## config.mk

```make
export PLATFORM = sky130hd
export DESIGN_NAME = frame_energy_voice_detector
export DESIGN_NICKNAME = d
export VERILOG_FILES = /design/src/rtl/fevd_pkg.sv /design/src/rtl/frame_energy_voice_detector.sv
export VERILOG_INCLUDE_DIRS = /design/src /design/src/rtl
export SDC_FILE = /design/constraint.sdc
export NUM_CORES = 2
export LEC_CHECK = 0
export BUFFER_PORTS_ARGS = -buffer_cell sky130_fd_sc_hd__buf_4
export CAP_MARGIN = 20
export CORE_AREA = 2 2 266 268
export CTS_CLUSTER_SIZE = 14
export DETAILED_ROUTE_END_ITERATION = 12
export DIE_AREA = 0 0 268 270
export GPL_TIMING_DRIVEN = 0
export PLACE_DENSITY = 0.68
export SLEW_MARGIN = 15
export SYNTH_ARGS = -nofsm -noshare
export SYNTH_HDL_FRONTEND = slang
export SYNTH_SLANG_ARGS = --single-unit
```

## constraint.sdc

```tcl
create_clock -name clk -period 8.1 [get_ports clk]
set_clock_uncertainty 0.1 [all_clocks]
set_input_delay 1.215 -clock clk [delete_from_list [all_inputs] [get_ports clk]]
set_output_delay 1.215 -clock clk [all_outputs]
set_load 0.02 [all_outputs]
```

## src/rtl/frame_energy_voice_detector_assert.svh

```systemverilog
`ifndef FRAME_ENERGY_VOICE_DETECTOR_ASSERT_SVH
`define FRAME_ENERGY_VOICE_DETECTOR_ASSERT_SVH

// Same-cycle implication, checked on every rising edge outside reset.
`define FEVD_ASSERT_IMP(lbl, ante, cons, msg) \
	lbl: assert property (@(posedge clk) disable iff (!arst_n) (ante) |-> (cons)) \
		else $error(msg);

// Next-cycle implication.
`define FEVD_ASSERT_NXT(lbl, ante, cons, msg) \
	lbl: assert property (@(posedge clk) disable iff (!arst_n) (ante) |=> (cons)) \
		else $error(msg);

`endif

```

## src/rtl/fevd_pkg.sv

```systemverilog
package fevd_pkg;

	localparam int SAMPLE_W   = 16;
	localparam int THR_W      = 31;
	localparam int HANG_CFG_W = 20;
	localparam int SQ_W       = 31;   // (-32768)^2 = 2^30 needs 31 bits
	localparam int DATA_W     = 32;
	localparam int ADDR_W     = 3;

	localparam logic [THR_W-1:0]      THR_RESET  = 31'd327642;
	localparam logic [HANG_CFG_W-1:0] HANG_RESET = 20'd6400;

	typedef logic [0:0] reg_idx_t;
	localparam reg_idx_t REG_THR  = 1'b0;
	localparam reg_idx_t REG_HANG = 1'b1;

endpackage

```

## src/rtl/frame_energy_voice_detector.sv

```systemverilog
// Frame energy voice activity detector.
// Input channel: one signed 16-bit PCM sample per beat (sample, frame_end),
// handshake sample_valid/sample_ready. frame_end marks the last sample of a frame.
// Output channel: one beat per frame (voice_active, above_threshold), handshake
// result_valid/result_ready. Samples without frame_end produce no beat.
// A frame is speech when its sum of squares exceeds energy_threshold_sq times
// its sample count; speech reloads the hangover, quiet frames drain it by the
// frame length. Samples past MAX_FRAME_SAMPLES in one frame are dropped.
// Throughput: one sample per cycle unless a frame end is stalled, set by the
// square and accumulate stages. The result beat for the accepted frame_end sample
// passes input reg, square, accumulate, threshold multiply and output registers.
// Stall: each stage holds its own valid bit, so while a result waits on
// result_ready the block keeps taking samples until the stages in front of it
// fill; mid-frame samples retire into the accumulator and never block.
// Reset (arst_n low): accumulators, hangover and all valid bits clear;
// registers return to energy_threshold_sq = 327642, hangover_samples = 6400.
// Config (APB, pready tied high): reg 0 at 0x0, reg 1 at 0x4; write only when idle.
module frame_energy_voice_detector #(
	parameter int MAX_FRAME_SAMPLES = 1024
) (
	input  logic                             clk,
	input  logic                             arst_n,
	input  logic signed [fevd_pkg::SAMPLE_W-1:0] sample,
	input  logic                             frame_end,
	input  logic                             sample_valid,
	output logic                             sample_ready,
	output logic                             voice_active,
	output logic                             above_threshold,
	output logic                             result_valid,
	input  logic                             result_ready,
	input  logic                             psel,
	input  logic                             penable,
	input  logic                             pwrite,
	input  logic [fevd_pkg::ADDR_W-1:0]      paddr,
	input  logic [fevd_pkg::DATA_W-1:0]      pwdata,
	output logic [fevd_pkg::DATA_W-1:0]      prdata,
	output logic                             pready
);
	import fevd_pkg::*;

	`include "frame_energy_voice_detector_assert.svh"

	// Count must hold MAX_FRAME_SAMPLES itself.
	localparam int CNT_W  = $clog2(MAX_FRAME_SAMPLES + 1);
	localparam int SUM_W  = SQ_W - 1 + CNT_W;
	localparam int PROD_W = THR_W + CNT_W;
	// Hangover spans +hangover_samples down to just above -MAX_FRAME_SAMPLES.
	localparam int HANG_W = (CNT_W + 1 > HANG_CFG_W + 1) ? CNT_W + 1 : HANG_CFG_W + 1;
	localparam logic [CNT_W-1:0] CNT_MAX = CNT_W'(MAX_FRAME_SAMPLES);

	// ---------------- configuration registers ----------------
	logic [THR_W-1:0]      thr_q;
	logic [HANG_CFG_W-1:0] hang_cfg_q;
	logic                  cfg_wr;
	reg_idx_t              cfg_idx;

	assign pready  = 1'b1;
	assign cfg_wr  = psel && penable && pwrite && pready;
	assign cfg_idx = paddr[2:2];

	always_ff @(posedge clk or negedge arst_n) begin
		if (!arst_n) begin
			thr_q      <= THR_RESET;
			hang_cfg_q <= HANG_RESET;
		end else if (cfg_wr) begin
			case (cfg_idx)
				REG_THR:  thr_q      <= pwdata[THR_W-1:0];
				REG_HANG: hang_cfg_q <= pwdata[HANG_CFG_W-1:0];
				default: begin
				end
			endcase
		end
	end

	always_comb begin
		case (cfg_idx)
			REG_THR:  prdata = DATA_W'(thr_q);
			REG_HANG: prdata = DATA_W'(hang_cfg_q);
			default:  prdata = '0;
		endcase
	end

	// ---------------- pipeline registers ----------------
	logic                       v_s1, v_s2, v_s3, v_s4;
	logic signed [SAMPLE_W-1:0] sample_s1;
	logic                       end_s1, end_s2;
	logic [SQ_W-1:0]            sq_s2;
	logic [SUM_W-1:0]           sum_s3, sum_s4;
	logic [CNT_W-1:0]           cnt_s3, cnt_s4;
	logic [PROD_W-1:0]          prod_s4;

	logic [SUM_W-1:0]           sum_q;
	logic [CNT_W-1:0]           cnt_q;
	logic signed [HANG_W-1:0]   hang_q;
	logic                       out_valid_q, active_q, above_q;

	// Per-stage advance: a stage moves when the one ahead is empty or moving.
	logic go1, go2, go3, go_out;
	logic take2, take3, take4;

	assign go_out = v_s4 && (!out_valid_q || result_ready);
	assign take4  = !v_s4 || go_out;
	assign go3    = v_s3 && take4;
	assign take3  = !v_s3 || go3;
	// Mid-frame samples retire into the accumulator, so only a frame end can stall.
	assign go2    = v_s2 && (!end_s2 || take3);
	assign take2  = !v_s2 || go2;
	assign go1    = v_s1 && take2;

	assign sample_ready = !v_s1 || go1;

	// Square of the sample; always non-negative and at most 2^30.
	logic signed [2*SAMPLE_W-1:0] sq_full;
	assign sq_full = sample_s1 * sample_s1;

	// Accumulate unless the frame has already hit its sample limit.
	logic             room;
	logic [SUM_W-1:0] sum_add;
	logic [CNT_W-1:0] cnt_add;

	assign room    = cnt_q < CNT_MAX;
	assign sum_add = room ? sum_q + SUM_W'(sq_s2) : sum_q;
	assign cnt_add = room ? cnt_q + CNT_W'(1) : cnt_q;

	// Frame decision and hangover update.
	logic                     above;
	logic signed [HANG_W-1:0] hang_next;
	logic                     active;

	assign above = PROD_W'(sum_s4) > prod_s4;

	always_comb begin
		hang_next = hang_q;
		active    = 1'b1;
		if (above) begin
			hang_next = HANG_W'(hang_cfg_q);
		end else if (hang_q > 0) begin
			hang_next = hang_q - $signed(HANG_W'(cnt_s4));
		end else begin
			active = 1'b0;
		end
	end

	// Valid bits and state.
	always_ff @(posedge clk or negedge arst_n) begin
		if (!arst_n) begin
			v_s1        <= 1'b0;
			v_s2        <= 1'b0;
			v_s3        <= 1'b0;
			v_s4        <= 1'b0;
			sum_q       <= '0;
			cnt_q       <= '0;
			hang_q      <= '0;
			out_valid_q <= 1'b0;
		end else begin
			if (sample_ready) begin
				v_s1 <= sample_valid;
			end
			if (take2) begin
				v_s2 <= go1;
			end
			if (go2) begin
				sum_q <= end_s2 ? '0 : sum_add;
				cnt_q <= end_s2 ? '0 : cnt_add;
			end
			if (take3) begin
				v_s3 <= go2 && end_s2;
			end
			if (take4) begin
				v_s4 <= go3;
			end
			if (go_out) begin
				hang_q      <= hang_next;
				out_valid_q <= 1'b1;
			end else if (result_ready) begin
				out_valid_q <= 1'b0;
			end
		end
	end

	// Payload: loaded only when the stage takes a beat.
	always_ff @(posedge clk) begin
		if (sample_ready && sample_valid) begin
			sample_s1 <= sample;
			end_s1    <= frame_end;
		end
		if (go1) begin
			sq_s2  <= sq_full[SQ_W-1:0];
			end_s2 <= end_s1;
		end
		if (go2 && end_s2) begin
			sum_s3 <= sum_add;
			cnt_s3 <= cnt_add;
		end
		if (go3) begin
			sum_s4  <= sum_s3;
			cnt_s4  <= cnt_s3;
			prod_s4 <= PROD_W'(thr_q) * PROD_W'(cnt_s3);
		end
		if (go_out) begin
			active_q <= active;
			above_q  <= above;
		end
	end

	assign result_valid    = out_valid_q;
	assign voice_active    = active_q;
	assign above_threshold = above_q;

	// ---------------- assertions ----------------
	`FEVD_ASSERT_IMP(a_cnt_limit, 1'b1, cnt_q <= CNT_MAX, "frame count past limit")
	`FEVD_ASSERT_IMP(a_no_empty_frame, v_s3, cnt_s3 != '0, "frame end with zero samples")
	`FEVD_ASSERT_NXT(a_hang_reload, go_out && above,
		hang_q == HANG_W'($past(hang_cfg_q)), "hangover not reloaded on speech")
	`FEVD_ASSERT_IMP(a_quiet_implies_below, result_valid && !voice_active,
		!above_threshold, "inactive beat marked above threshold")

endmodule
```

==> flow_summary.json <==
{
  "status": "finished clean",
  "worstSkewPairLatency_ps": 580,
  "avgSynthCellArea_um2": 10.2,
  "rsz0062_at_grt": "false",
  "place_area_mm2": 0.0364,
  "slowest_stage": "fa_1",
  "slowest_delay_ps": 570,
  "yosysWarnings": 0,
  "regArea_mm2": 0.00914,
  "crit_fanout": 10,
  "rows": 97,
  "drt-vias-per-instance": 5.34,
  "netlist_instances": 3381,
  "cp_cell_sequence": "clkbuf_1 -> inv_1 -> nor2_1 -> fa_1 -> inv_1 -> fa_1 -> inv_1 -> fa_1 -> fa_1 -> fa_1 -> inv_1 -> fa_1 -> inv_1 -> ha_1 -> clkbuf_1 -> nand4_1 -> nor2_1 -> and4_1 -> a2111oi_1 -> nor2_1 -> a211oi_1",
  "fill_cells": 6172,
  "critPathCaptureType": "flop",
  "antenna_found_initial": 0,
  "post-route-drc-count": 0,
  "period_needed_ps": 7650,
  "synth_compound_area_share_pct": 8.71,
  "drtAntennaViolNets": 0,
  "routed_wl_um": 79300,
  "ioPinCount": 96,
  "mostFrequentLayoutCells": "inv_1, fa_1, nand2_1, ha_1, edfxtp_1",
  "synth-simple-area-share_pct": 12.8,
  "final_layout_size_suffix_gt1_share_pct": 8.45,
  "grt.total_usage_pct": 23.2,
  "drv_slew": 0,
  "drt_iter0_drc": 1446,
  "cts_tree": "built",
  "cts_num_sinks": 325,
  "crit_top_cell": "fa_1",
  "synth_top_family_by_area": "adder cells",
  "overflow": 0,
  "arrival_ps": 7880,
  "path_class": "reg2reg",
  "crit_buf_inv": 7,
  "setup_viol": 0,
  "io_buffers": 90,
  "path_clk_slew_ps": 60,
  "synth-main-ff-cell": "edfxtp_1",
  "wl_per_cell_um": 17.7,
  "ys_seq_area_share_pct": 26.6,
  "htreeDepth": 2,
  "hold_violations": 0,
  "postSynth.asyncResetShare_pct": 39.7,
  "antenna_cells": 0,
  "layout_commonest_cell": "inv_1",
  "clock.fmax_ghz": 0.131,
  "slew_headroom_pct": 34.0,
  "place_congestion": 0.910,
  "final_nets": 4318,
  "period_share_pct": 94.5,
  "synthXorXnorAreaFrac_pct": 3.18,
  "stdcell_area_mm2": 0.0378,
  "start_kind": "flop",
  "root_buffer": "clkbuf_16",
  "syn-cell-area_mm2": 0.0344,
  "worst_hold_slack_ps": 313,
  "layout_setup_ws_ps": 449,
  "drt-pass1-iter-count": 5,
  "grt_pass1_vias": 25362,
  "dieArea_mm2": 0.0724,
  "place_hpwl_um": 64600,
  "multi_input_area_mm2": 0.0225,
  "tightest_slew_ps": 990,
  "ys_types": 90,
  "grt_pass1_wl_um": 133000,
  "grt_max_degree": 73,
  "vias": 23960,
  "synth_fa_ha_area_share_pct": 37.7,
  "synth-edff-count": 196,
  "cap_viol_max_count": 0,
  "crit_family": "adder cells",
  "cp.required_ps": 8330,
  "clockBufferDepth": 3,
  "hp-class": "reg2reg",
  "cts_buffers": 39,
  "synthMuxAreaShare_pct": 2.99,
  "core_area_mm2": 0.0695,
  "pre_cts_ws_ps": 256,
  "initial_core_util_pct": 49.5,
  "ys_ff_latch": 325,
  "synthesis.nets": 4181,
  "area_growth_syn_to_layout_pct": 9.83,
  "die_w_um": 268,
  "die_height_um": 270
}
[metrics by stage]
| step | util (%) | instances | TNS, ps |
|---|---|---|---|
| after detailed placement | 52.4 | 4417 | 0 |
| after CTS | 54.3 | 4489 | 0 |
| after global placement | 52.1 | 4411 | -53760 |
| after floorplan | - | 3381 | 0 |
| after global routing | 54.3 | 4489 | 0 |
| final | 54.3 | 4489 | 0 |
[repair_timing]
item | in CTS | in global routing
hold buffers | 0 | 0
buffers inserted | 0 | 0
resized for setup | 0 | 3
setup endpoints to repair | 0 | 2
[layer usage]
metal / track usage, % / up-vias / part of all wire, %
met2: 38.5 / 575 / 48
met4: 6.82 / 0 / 2.8
met3: 3.25 / 123 / 5.8
li1: - / 11195 / -
met5: 0 / - / 0
met1: 31.6 / 12067 / 43
[kinds of logic (layout without fill, tap and decap cells)]
family                     count (synthesis)  count (layout)
muxes                                     93              93
buffers and inverters                    734             902
other                                      2               2
adders and majority gates                741             741
xor gates and xnor gates                 125             125
and+or+nand+nor                          918             918
DFF                                      325             325
AOI/OAI and AO/OA                        443             443
[cell type report]
| cell class | count | area share (%) |
|---|---|---|
| buffer | 136 | 1.42 |
| sequential | 325 | 24.2 |
| timing repair buffer | 96 | 2.23 |
| tap | 940 | 3.11 |
| clock inverter | 23 | 0.616 |
| multi-input combinational | 2322 | 59.6 |
| inverter | 598 | 5.94 |
| clock buffer | 49 | 2.93 |
[synth_stat cells, drive strengths merged (62+ instances only)]
master	instances	area, um2
fa	490	9810
mux2	78	878
a21o	62	465
o21ai	100	504
and2	156	976
dfrtp	112	2800
inv	595	2230
xnor2	89	780
nand2	424	1590
clkbuf	122	458
ha	251	3140
edfxtp	196	5890
a21oi	93	469
nor2	120	453
[state kept, by name (all words and copies together), names as in the netlist, 11 cells and up]
signal,cells
cnt_s3,11
prod_s4,42
cnt_s4,11
cnt_q,11
sum_s3,41
sum_q,41
thr_q,31
hang_q,21
sample_s1,16
sum_s4,41
hang_cfg_q,20
sq_s2,30
[path summary, 6_finish.rpt]
check                              from          to  slack (ps)  depth (start not counted)
max reg2reg                sample_s1[3]   sq_s2[30]         450                         21
max                        sample_s1[3]   sq_s2[30]         450                         21
max in group asynchronous        arst_n   thr_q[18]        6650                          2
min                          sum_s3[24]  sum_s4[24]         310                          0
min in group asynchronous        arst_n    sum_q[6]         490                          1
min reg2reg                  sum_s3[24]  sum_s4[24]         310                          0
[worst reg2reg max path: stages (launching register included)]
cell,delay (ps)
edfxtp_1,540
clkbuf_1,530
inv_1,390
nor2_1,230
fa_1,570
inv_1,140
fa_1,500
inv_1,300
fa_1,500
fa_1,510
fa_1,500
inv_1,50
fa_1,480
inv_1,40
ha_1,260
clkbuf_1,200
nand4_1,170
nor2_1,100
and4_1,250
a2111oi_1,490
nor2_1,150
a211oi_1,420
Power is not shown: default switching activity piles up to over one toggle a cycle in this logic, so the estimate is an artifact.
